### src/rtl/hfti_pkg.sv
`default_nettype none

package hfti_pkg;

   localparam int HALF_WIDTH = 16;
   localparam int INT_WIDTH  = 32;
   localparam int EXP_WIDTH  = 5;
   localparam int FRAC_WIDTH = 10;
   localparam int SIG_WIDTH  = FRAC_WIDTH + 1;
   localparam int BIAS       = 15;
   // binary point position of sig << exp_eff: BIAS + FRAC_WIDTH
   localparam int POINT      = BIAS + FRAC_WIDTH;
   // finite values stay below 2^16, so the integer part is 16 bits
   localparam int WHOLE_WIDTH = 16;
   localparam int MAG_WIDTH   = WHOLE_WIDTH + 1;
   localparam int ALIGN_WIDTH = POINT + WHOLE_WIDTH;

   localparam logic [EXP_WIDTH-1:0] EXP_ALL_ONES = 5'h1f;
   localparam logic [EXP_WIDTH-1:0] EXP_SUBNORMAL = 5'h01;
   localparam logic [INT_WIDTH-1:0] INVALID_RESULT = 32'h7fff_ffff;

   typedef enum logic [1:0] {
      RM_TOWARD_ZERO = 2'd0,
      RM_DOWNWARD    = 2'd1,
      RM_UPWARD      = 2'd2,
      RM_NEAREST     = 2'd3
   } round_mode_type;

   typedef struct packed {
      logic                  neg;
      logic                  invalid;
      round_mode_type        mode;
      logic [SIG_WIDTH-1:0]  sig;
      logic [EXP_WIDTH-1:0]  exp_eff;
   } unpack_type;

   typedef struct packed {
      logic                   neg;
      logic                   invalid;
      round_mode_type         mode;
      logic [WHOLE_WIDTH-1:0] whole;
      logic                   round_bit;
      logic                   sticky;
   } align_type;

   typedef struct packed {
      logic                 neg;
      logic                 invalid;
      logic [MAG_WIDTH-1:0] mag;
   } round_type;

endpackage

`default_nettype wire

### src/rtl/hfti_unpack.sv
`default_nettype none

module hfti_unpack
   import hfti_pkg::*;
(
   input  wire logic                  clock,
   input  wire logic                  reset,
   input  wire logic                  in_valid,
   input  wire logic [HALF_WIDTH-1:0] in_half,
   input  wire round_mode_type        in_mode,
   output logic                       out_valid,
   output unpack_type                 out_data
);

   logic       valid_ff;
   unpack_type data_ff;
   unpack_type data_in;
   logic [EXP_WIDTH-1:0] exp_field;

   always_comb begin
      exp_field       = in_half[HALF_WIDTH-2 -: EXP_WIDTH];
      data_in.neg     = in_half[HALF_WIDTH-1];
      data_in.invalid = (exp_field == EXP_ALL_ONES);
      data_in.mode    = in_mode;
      if (exp_field == '0) begin
         // subnormal: no hidden bit, same scale as exponent 1
         data_in.sig     = {1'b0, in_half[FRAC_WIDTH-1:0]};
         data_in.exp_eff = EXP_SUBNORMAL;
      end else begin
         data_in.sig     = {1'b1, in_half[FRAC_WIDTH-1:0]};
         data_in.exp_eff = exp_field;
      end
   end

   always_ff @(posedge clock) begin
      if (reset) begin
         valid_ff <= 1'b0;
      end else begin
         valid_ff <= in_valid;
      end
   end

   always_ff @(posedge clock) begin
      data_ff <= data_in;
   end

   assign out_valid = valid_ff;
   assign out_data  = data_ff;

endmodule

`default_nettype wire

### src/rtl/hfti_align.sv
`default_nettype none

module hfti_align
   import hfti_pkg::*;
(
   input  wire logic       clock,
   input  wire logic       reset,
   input  wire logic       in_valid,
   input  wire unpack_type in_data,
   output logic            out_valid,
   output align_type       out_data
);

   logic                   valid_ff;
   align_type              data_ff;
   align_type              data_in;
   logic [ALIGN_WIDTH-1:0] shifted;

   always_comb begin
      // sig * 2^exp_eff; binary point sits at bit POINT
      shifted = {{(ALIGN_WIDTH-SIG_WIDTH){1'b0}}, in_data.sig} << in_data.exp_eff;
      data_in.neg       = in_data.neg;
      data_in.invalid   = in_data.invalid;
      data_in.mode      = in_data.mode;
      data_in.whole     = shifted[ALIGN_WIDTH-1:POINT];
      data_in.round_bit = shifted[POINT-1];
      data_in.sticky    = |shifted[POINT-2:0];
   end

   always_ff @(posedge clock) begin
      if (reset) begin
         valid_ff <= 1'b0;
      end else begin
         valid_ff <= in_valid;
      end
   end

   always_ff @(posedge clock) begin
      data_ff <= data_in;
   end

   assign out_valid = valid_ff;
   assign out_data  = data_ff;

endmodule

`default_nettype wire

### src/rtl/hfti_round.sv
`default_nettype none

module hfti_round
   import hfti_pkg::*;
(
   input  wire logic      clock,
   input  wire logic      reset,
   input  wire logic      in_valid,
   input  wire align_type in_data,
   output logic           out_valid,
   output round_type      out_data
);

   logic      valid_ff;
   round_type data_ff;
   round_type data_in;
   logic      inexact;
   logic      bump;

   always_comb begin
      inexact = in_data.round_bit | in_data.sticky;
      unique case (in_data.mode)
         RM_TOWARD_ZERO: bump = 1'b0;
         RM_DOWNWARD:    bump = in_data.neg & inexact;
         RM_UPWARD:      bump = ~in_data.neg & inexact;
         RM_NEAREST:     bump = in_data.round_bit & (in_data.sticky | in_data.whole[0]);
         default:        bump = 1'b0;
      endcase
      data_in.neg     = in_data.neg;
      data_in.invalid = in_data.invalid;
      data_in.mag     = {1'b0, in_data.whole} + {{(MAG_WIDTH-1){1'b0}}, bump};
   end

   always_ff @(posedge clock) begin
      if (reset) begin
         valid_ff <= 1'b0;
      end else begin
         valid_ff <= in_valid;
      end
   end

   always_ff @(posedge clock) begin
      data_ff <= data_in;
   end

   assign out_valid = valid_ff;
   assign out_data  = data_ff;

endmodule

`default_nettype wire

### src/rtl/half_float_to_integer_rounding.sv
// Throughput: one beat per cycle; four register stages (unpack, align, round,
//   sign/output), each stage takes a new beat every cycle.
// busy is always low and the receiver cannot stall; rsp_* hold a result for one cycle.
// Reset (synchronous, active high) clears all stage valid bits and sets
//   round_mode to nearest, ties to even.
`default_nettype none

module half_float_to_integer_rounding
   import hfti_pkg::*;
(
   input  wire logic                  clock,
   input  wire logic                  reset,
   // request channel
   input  wire logic                  start,
   output logic                       busy,
   input  wire logic [HALF_WIDTH-1:0] req_half_bits,
   // result channel
   output logic                       rsp_valid,
   output logic signed [INT_WIDTH-1:0] rsp_int_value,
   output logic                       rsp_invalid,
   // control register write channel
   input  wire logic                  csr_valid,
   output logic                       csr_ready,
   input  wire logic [1:0]            csr_round_mode
);

   // rounding mode register; the user must write it only while the pipe is empty, the block does not enforce this
   round_mode_type mode_ff;

   logic       accept;
   logic       unpack_valid;
   unpack_type unpack_data;
   logic       align_valid;
   align_type  align_data;
   logic       round_valid;
   round_type  round_data;

   logic                 rsp_valid_ff;
   logic [INT_WIDTH-1:0] rsp_value_ff;
   logic [INT_WIDTH-1:0] rsp_value_in;
   logic                 rsp_invalid_ff;
   logic [INT_WIDTH-1:0] mag_ext;

   // pipe never backs up: no output stall exists
   assign busy      = 1'b0;
   assign accept    = start & ~busy;
   assign csr_ready = 1'b1;

   always_ff @(posedge clock) begin
      if (reset) begin
         mode_ff <= RM_NEAREST;
      end else if (csr_valid && csr_ready) begin
         mode_ff <= round_mode_type'(csr_round_mode);
      end
   end

   // stage 1: split fields, flag inf/NaN, restore hidden bit; mode rides along
   hfti_unpack u_unpack (
      .clock     (clock),
      .reset     (reset),
      .in_valid  (accept),
      .in_half   (req_half_bits),
      .in_mode   (mode_ff),
      .out_valid (unpack_valid),
      .out_data  (unpack_data)
   );

   // stage 2: shift significand into fixed point, extract round and sticky
   hfti_align u_align (
      .clock     (clock),
      .reset     (reset),
      .in_valid  (unpack_valid),
      .in_data   (unpack_data),
      .out_valid (align_valid),
      .out_data  (align_data)
   );

   // stage 3: increment decision per mode, magnitude add
   hfti_round u_round (
      .clock     (clock),
      .reset     (reset),
      .in_valid  (align_valid),
      .in_data   (align_data),
      .out_valid (round_valid),
      .out_data  (round_data)
   );

   // stage 4: apply sign (zero magnitude negates to zero), inf/NaN override
   always_comb begin
      mag_ext = {{(INT_WIDTH-MAG_WIDTH){1'b0}}, round_data.mag};
      if (round_data.invalid) begin
         rsp_value_in = INVALID_RESULT;
      end else if (round_data.neg) begin
         rsp_value_in = '0 - mag_ext;
      end else begin
         rsp_value_in = mag_ext;
      end
   end

   always_ff @(posedge clock) begin
      if (reset) begin
         rsp_valid_ff <= 1'b0;
      end else begin
         rsp_valid_ff <= round_valid;
      end
   end

   always_ff @(posedge clock) begin
      rsp_value_ff   <= rsp_value_in;
      rsp_invalid_ff <= round_data.invalid;
   end

   assign rsp_valid     = rsp_valid_ff;
   assign rsp_int_value = rsp_value_ff;
   assign rsp_invalid   = rsp_invalid_ff;

endmodule

`default_nettype wire

### config.mk
export PLATFORM = sky130hd
export DESIGN_NAME = half_float_to_integer_rounding
export DESIGN_NICKNAME = d
export VERILOG_FILES = /design/src/rtl/hfti_pkg.sv /design/src/rtl/hfti_unpack.sv /design/src/rtl/hfti_align.sv /design/src/rtl/hfti_round.sv /design/src/rtl/half_float_to_integer_rounding.sv
export SDC_FILE = /design/constraint.sdc
export NUM_CORES = 1
export LEC_CHECK = 0
export BUFFER_PORTS_ARGS = -buffer_cell sky130_fd_sc_hd__buf_2
export CAP_MARGIN = 20
export CORE_MARGIN = 5
export CORE_UTILIZATION = 39
export DETAILED_ROUTE_END_ITERATION = 6
export PLACE_DENSITY = 0.67
export SYNTH_ARGS = -nofsm -noshare
export SYNTH_HDL_FRONTEND = slang
export SYNTH_SLANG_ARGS = --single-unit
### constraint.sdc
create_clock -name clock -period 2.2 [get_ports clock]
set_input_delay 0.44 -clock clock [delete_from_list [all_inputs] [get_ports clock]]
set_output_delay 0.44 -clock clock [all_outputs]
set_load 0.05 [all_outputs]
==> run summary, run 1 <==
Port-buffer cells -> 55
Crit Path Class -> flip-flop to flip-flop
R2r endpoint -> u_round.out_data[10]$_DFF_P_
Final std cells w/o fill -> 545
Cells after Synth -> 374
Worst min path class -> primary input to flip-flop
Pint -> 2.69 mW
Worst-path maximum fanout -> 5
Placed Cells -> 524
Seq cells post-synth -> 87
Final setup fails -> 0
Final Util -> 0.480
Number of cells on the worst reg-to-reg path -> 13
Initial DRC count -> 69
Levels on crit path -> 13
Cell Area, Synth -> 3660 sq um
Worst relative slew slack -> 0.641
Routed vias -> 2661
# diodes -> 0
Congestion Overflow GR -> 0
CORE AREA -> 9200 sq um
Height of the die -> 107 um
Post-synth EDFFs -> 0
Reg2reg setup slack -> 0.01 ns
Initial antenna violation count -> 0
Comb power frac -> 0.220
Max VDD drop -> 0.435 mV
Final Hold Vio Count -> 0
Core Rows -> 35
Slowest cell delay on critical path -> 0.36 ns
DRC -> 0
Area Growth Syn to Fin -> 20.6%
Share of flip-flops with an asynchronous set or reset -> 0
Max-cap violations -> 0
Sequential area share after synthesis -> 0.476
CP delay by family, top -> simple AND/OR/NAND/NOR gates
Clock slew at reported path FFs -> 0.09 ns
Leak -> 1.96 nW
1st-pass router iterations -> 5
TritonCTS buffer count -> 9
Hold Worst Slack -> 0.186 ns
Num ports -> 58
CP Buf/Inv Count -> 2
RSZ-0062 raised after global routing -> true
Warnings, synthesis -> 0
Net Count, Synth -> 402
End of the worst hold path -> u_unpack.out_data[13]$_DFF_P_
Slew Limit Fails -> 0
Sequential power share -> 0.458
Final non-filler cell area -> 4410 sq um
Power Total -> 3.92 mW
Pwr Density -> 890 nW/um^2
R2r startpoint -> u_align.out_data[18]$_DFF_P_
WP data required -> 2.44 ns
HPWL after detailed placement -> 4790 um
CP startpoint kind -> flip-flop
Critical path's slowest cell -> dfxtp_2
Die width -> 107 um
Worst hold path depth -> 1
GRT Util Overall -> 0.116
Critical Path Sink Type -> flip-flop
Vias in the first global route -> 2493
Initial Util -> 0.398
Clock Tree Buf Depth -> 2
Distinct cells, synth -> 53
Detailed-route wire length -> 6280 um
Clock power share -> 0.322
Share of cells above drive strength 1 -> 0.306
Status -> finished, final reports clean
Syn Area/Cell -> 9.78 sq um
Placed cell areas -> 4050 sq um
Clk sinks -> 87
Dominant synthesized flop cell -> dfxtp_1
Clock root buffer -> clkbuf_8
NetSw -> 1.23 mW
Largest net degree at the start of global routing -> 22
Worst-Margin Slew -> 0.538 ns
First-pass GRT wire length -> 10800 um
Minimum clock period after layout -> 2.19 ns
GP Congestion -> 0.892
Final period util -> 0.994
Via density -> 4.88
Hold_sp -> req_half_bits[8]
CTS tree -> yes
Switching portion of total power -> 0.314
Clk_skew -> 0.00848 ns
Worst-Skew Late Latency -> 0.35 ns
Most common cell on crit path -> ha_4
CP Data Arrival Time -> 2.43 ns
Fmax -> 457 MHz
Layout net count -> 457
CTS H-tree lvls -> 3
Crit path cell chain -> inv_4 -> ha_4 -> xor2_1 -> nand2_1 -> buf_4 -> a211oi_2 -> ha_2 -> ha_4 -> and3_4 -> nand2_4 -> nor2_4 -> nand3_2 -> xnor2_1
Wire per inst -> 11.5 um
Die ar. -> 11400 sq um
Routed Antenna Nets -> 0
## placed cells by master (no fill, tap or decap), drive strengths merged, types with 5 or more instances in the layout
| cell type | count |
|---|---|
| a211o | 5 |
| buf | 79 |
| mux2i | 13 |
| ha | 6 |
| nor2b | 10 |
| a21oi | 8 |
| xnor2 | 11 |
| mux4 | 5 |
| xor2 | 18 |
| inv | 10 |
| nor2 | 24 |
| and3 | 7 |
| nand2 | 39 |
| clkbuf | 10 |
| o31ai | 6 |
| o21ai | 14 |
| nor3 | 6 |
| nand2b | 5 |
| nand3 | 13 |
| dfxtp | 87 |
| mux2 | 8 |
## worst max-delay path by stage
stage	start	endpoint	slack (ns)
floorplan	u_align.out_data[18]$_DFF_P_	u_round.out_data[10]$_DFF_P_	0.02
global placement	u_align.out_data[18]$_DFF_P_	u_round.out_data[10]$_DFF_P_	-0.05
detailed placement	u_align.out_data[18]$_DFF_P_	u_round.out_data[10]$_DFF_P_	-0.19
CTS	u_align.out_data[18]$_DFF_P_	u_round.out_data[10]$_DFF_P_	-0.05
global route	u_align.out_data[18]$_DFF_P_	u_round.out_data[10]$_DFF_P_	-0.16
finish	u_align.out_data[18]$_DFF_P_	u_round.out_data[10]$_DFF_P_	0.01
## registers in the layout (all words and copies together) (netlist names)
| name | count |
|---|---|
| rsp_invalid | 1 |
| u_align.out_data | 22 |
| mode_ff | 2 |
| rsp_int_value | 19 |
| u_unpack.out_data | 20 |
| rsp_valid | 1 |
| u_align.out_valid | 1 |
| u_unpack.out_valid | 1 |
| u_round.out_valid | 1 |
| u_round.out_data | 19 |
## power groups by stage
stage / clock, mW / sequential (mW) / combinational, mW
after global routing: 1.37 / 1.82 / 0.929
after floorplan: 0 / 2.04 / 0.472
after detailed placement: 0 / 1.83 / 0.850
after CTS: 1.31 / 1.80 / 0.865
final: 1.26 / 1.80 / 0.862
after global placement: 0 / 1.83 / 0.843
## synth_stat cells (all sizes together) (2+ instances only)
| cell type | n | share of area |
|---|---|---|
| inv | 7 | 0.0072 |
| nand2b | 5 | 0.0085 |
| nor2 | 24 | 0.025 |
| nor2b | 10 | 0.017 |
| mux2i | 13 | 0.037 |
| ha | 6 | 0.021 |
| and2 | 2 | 0.0034 |
| xor2 | 18 | 0.043 |
| nor3 | 6 | 0.0082 |
| a31oi | 3 | 0.0051 |
| a211o | 5 | 0.012 |
| and3 | 7 | 0.012 |
| o211ai | 4 | 0.0082 |
| or3 | 4 | 0.0068 |
| mux2 | 8 | 0.026 |
| mux4 | 5 | 0.031 |
| clkinv | 2 | 0.0021 |
| nand2 | 39 | 0.040 |
| clkbuf | 14 | 0.014 |
| a211oi | 3 | 0.0062 |
| o21ai | 14 | 0.019 |
| or2 | 2 | 0.0034 |
| o22ai | 3 | 0.0051 |
| and4 | 3 | 0.0072 |
| a21oi | 8 | 0.011 |
| nand3 | 13 | 0.018 |
| o31ai | 6 | 0.012 |
| a22oi | 3 | 0.0062 |
| conb | 2 | 0.0021 |
| xnor2 | 11 | 0.026 |
| buf | 21 | 0.041 |
| dfxtp | 87 | 0.48 |
| nand3b | 2 | 0.0041 |
## repair_timing
item | 4_1_cts | 5_1_grt
pin swaps | 13 | 12
hold endpoints to repair | 0 | 0
hold buffers | 0 | 0
resized for setup | 16 | 7
endpoints found under the setup margin | 12 | 14
buffers inserted | 4 | 1
gates cloned | 0 | 0
## per-stage QoR
stage | setup WS [ns] | TNS (ns)
6_report | 0.0129 | 0
4_1_cts | -0.0493 | -0.195
3_5_place_dp | -0.192 | -1.38
5_1_grt | -0.161 | -1.27
2_1_floorplan | 0.0218 | 0
3_3_place_gp | -0.0473 | -0.167
## cell families after synthesis
group | count (synthesis) | synth area share
AOI/OAI and AO/OA | 60 | 0.112
other | 2 | 0.00205
DFF | 87 | 0.476
adders and majority gates | 6 | 0.0205
and+or+nand+nor | 120 | 0.162
xor gates and xnor gates | 29 | 0.0694
muxes | 26 | 0.0930
buffers and inverters | 44 | 0.0643
## final cells by class
class                   instances  area [sq um]
fillers                       857          4790
clock buffers                  10           138
repair buffers                 79           475
multi-input cells             243          1780
clock inverters                 6           100
inverters                       9          36.3
well taps                     111           139
flip-flops and latches         87          1750
## routing by layer
metal / GRT usage / vias to the layer above / wire length, um
met5: 0 / - / 0
met4: 0.0612 / 0 / 208
met3: 0.0367 / 20 / 397
met2: 0.191 / 88 / 2950
met1: 0.136 / 1168 / 2720
li1: - / 1385 / -
No activity file was read; power rests on OpenSTA's default activity.
==> inputs of run 2 (changes only) <==
--- a/config.mk
+++ b/config.mk
@@ -11,6 +11,7 @@
 export CORE_UTILIZATION = 39
 export DETAILED_ROUTE_END_ITERATION = 6
 export PLACE_DENSITY = 0.67
+export SETUP_SLACK_MARGIN = 0.4
 export SYNTH_ARGS = -nofsm -noshare
 export SYNTH_HDL_FRONTEND = slang
 export SYNTH_SLANG_ARGS = --single-unit
==> run summary, run 2 (synthesized netlist as in run 1, its figures left out) <==
Pwr Density -> 871 nW/um^2 (-2.1%)
Max VDD drop -> 0.399 mV (-8.2%)
Worst relative slew slack -> 0.577 (-0.0633)
Core Rows -> 35 (unchanged)
Status -> finished, final reports clean
TritonCTS buffer count -> 9 (unchanged)
GP Congestion -> 0.857 (-3.9%)
First-pass GRT wire length -> 10800 um (-0.18%)
Congestion Overflow GR -> 0 (unchanged)
Worst Setup Slack, final -> 0.0209 ns (+0.00807 ns)
CORE AREA -> 9200 sq um (unchanged)
Final period util -> 0.990 (-0.00367)
CP startpoint kind -> flip-flop
Fmax -> 459 MHz (+0.37%)
Setup WS pre-CTS -> -0.0387 ns (+0.153 ns)
Placed cell areas -> 4030 sq um (-0.49%)
Worst-path maximum fanout -> 5 (unchanged)
Final setup fails -> 0 (unchanged)
Layout net count -> 455 (-0.44%)
Wire per inst -> 12.1 um (+5.3%)
# diodes -> 0 (unchanged)
CP delay by family, top -> simple AND/OR/NAND/NOR gates
HPWL after detailed placement -> 4860 um (+1.6%)
Num ports -> 58 (unchanged)
GRT Util Overall -> 0.118 (+0.00148)
Fin Setup TNS -> 0 ns (unchanged)
CP Buf/Inv Count -> 1 (-1)
Port-buffer cells -> 55 (unchanged)
Area Growth Syn to Fin -> 20.1%
Slowest cell delay on critical path -> 0.33 ns (-0.03 ns)
Clock slew at reported path FFs -> 0.09 ns (about the same)
CTS H-tree lvls -> 3 (unchanged)
Crit Path Class -> flip-flop to flip-flop
Die ar. -> 11400 sq um (unchanged)
Initial Util -> 0.398 (unchanged)
Clk_skew -> 0.0143 ns (+0.00581 ns)
Clock root buffer -> clkbuf_8
Critical Path Sink Type -> flip-flop
Worst-Skew Late Latency -> 0.35 ns (about the same)
Final Hold Vio Count -> 0 (unchanged)
Crit path cell chain -> inv_2 -> ha_4 -> xor2_2 -> nand2_2 -> nand2b_1 -> a21oi_2 -> a211oi_2 -> ha_2 -> ha_4 -> and3_4 -> nand2_4 -> nor2_4 -> nand2_2 -> xnor2_2
Final Util -> 0.478 (-0.00177)
1st-pass router iterations -> 4 (-1)
DRC -> 0 (unchanged)
Leak -> 1.95 nW (-0.52%)
Routed vias -> 2655 (-0.23%)
Hold Worst Slack -> 0.188 ns (+0.00254 ns)
Largest net degree at the start of global routing -> 22 (unchanged)
Minimum clock period after layout -> 2.18 ns (-0.00807 ns)
CTS tree -> yes
Initial DRC count -> 83 (+20%)
Commonest non-fill, non-tap cell in the layout -> dfxtp_1
CP Data Arrival Time -> 2.43 ns (about the same)
Height of the die -> 107 um (unchanged)
Max-cap violations -> 0 (unchanged)
Vias in the first global route -> 2413 (-3.2%)
Critical path's slowest cell -> dfxtp_2
Final non-filler cell area -> 4390 sq um (-0.37%)
Number of flip-flops in the largest register -> 22 (unchanged)
RSZ-0062 raised after global routing -> true
Detailed-route wire length -> 6590 um (+4.9%)
Initial antenna violation count -> 0 (unchanged)
Die width -> 107 um (unchanged)
WP data required -> 2.45 ns (about the same)
FILL cells -> 880 (+2.7%)
Most frequent cells in the layout -> dfxtp_1, buf_2, nand2_1
Clk sinks -> 87 (unchanged)
Via density -> 4.89 (+0.14%)
Worst min path class -> primary input to flip-flop
Slew Limit Fails -> 0 (unchanged)
Share of cells above drive strength 1 -> 0.322 (+0.0153)
Worst-Margin Slew -> 0.633 ns (+0.0948 ns)
Clock Tree Buf Depth -> 2 (unchanged)
Routed Antenna Nets -> 0 (unchanged)
run 2: cell type report:
cell class	instances	area [sq um]	share of cell area
clock buffers	9	124	0.0282
clock inverters	7	83.8	0.0191
inverters	9	33.8	0.00769
multi-input cells	243	1810	0.412
flip-flops and latches	87	1750	0.399
well taps	111	139	0.0316
repair buffers	77	448	0.102
run 2: final timing paths:
path | from | to | slack [ns] | cells after the start
worst max-delay path | u_align.out_data[18]$_DFF_P_ | u_round.out_data[12]$_DFF_P_ | 0.02 | 14
worst min-delay path | req_half_bits[1] | u_unpack.out_data[6]$_DFF_P_ | 0.19 | 1
worst max register to register | u_align.out_data[18]$_DFF_P_ | u_round.out_data[12]$_DFF_P_ | 0.02 | 14
worst min register to register | u_unpack.out_data[19]$_DFF_P_ | u_align.out_data[21]$_DFF_P_ | 0.33 | 0
run 2: through the flow:
stage / total power [mW] / std cells
floorplan: 2.52 / 374
global placement: 2.67 / 519
detailed placement: 2.68 / 519
CTS: 3.86 / 542
global route: 4.04 / 543
finish: 3.83 / 543
run 2: worst register-to-register path: stages, from the launching register on:
cell and delay [ns]:
dfxtp_2 0.33, inv_2 0.07, ha_4 0.13, xor2_2 0.15
nand2_2 0.08, nand2b_1 0.08, a21oi_2 0.06, a211oi_2 0.15
ha_2 0.25, ha_4 0.14, and3_4 0.20, nand2_4 0.06
nor2_4 0.17, nand2_2 0.09, xnor2_2 0.14
run 2: timing repair:
item,in CTS,in global routing
buffers inserted,7,1
endpoints found under the setup margin,25,22
hold buffers,0,0
gates resized for setup,11,14
pin swaps,6,13
run 2: power breakdown:
part           internal (mW)  switching, mW
Clock                  0.549          0.598
Combinational          0.296          0.584
Sequential              1.71         0.0919
Total                   2.56           1.27
run 2: routing by layer:
layer  up-vias  track usage  share of wire
met5         -            0              0
met2        75        0.196           0.49
met3        13       0.0349          0.060
met1      1181        0.140           0.43
met4         0       0.0539          0.020
li1       1386            -              -
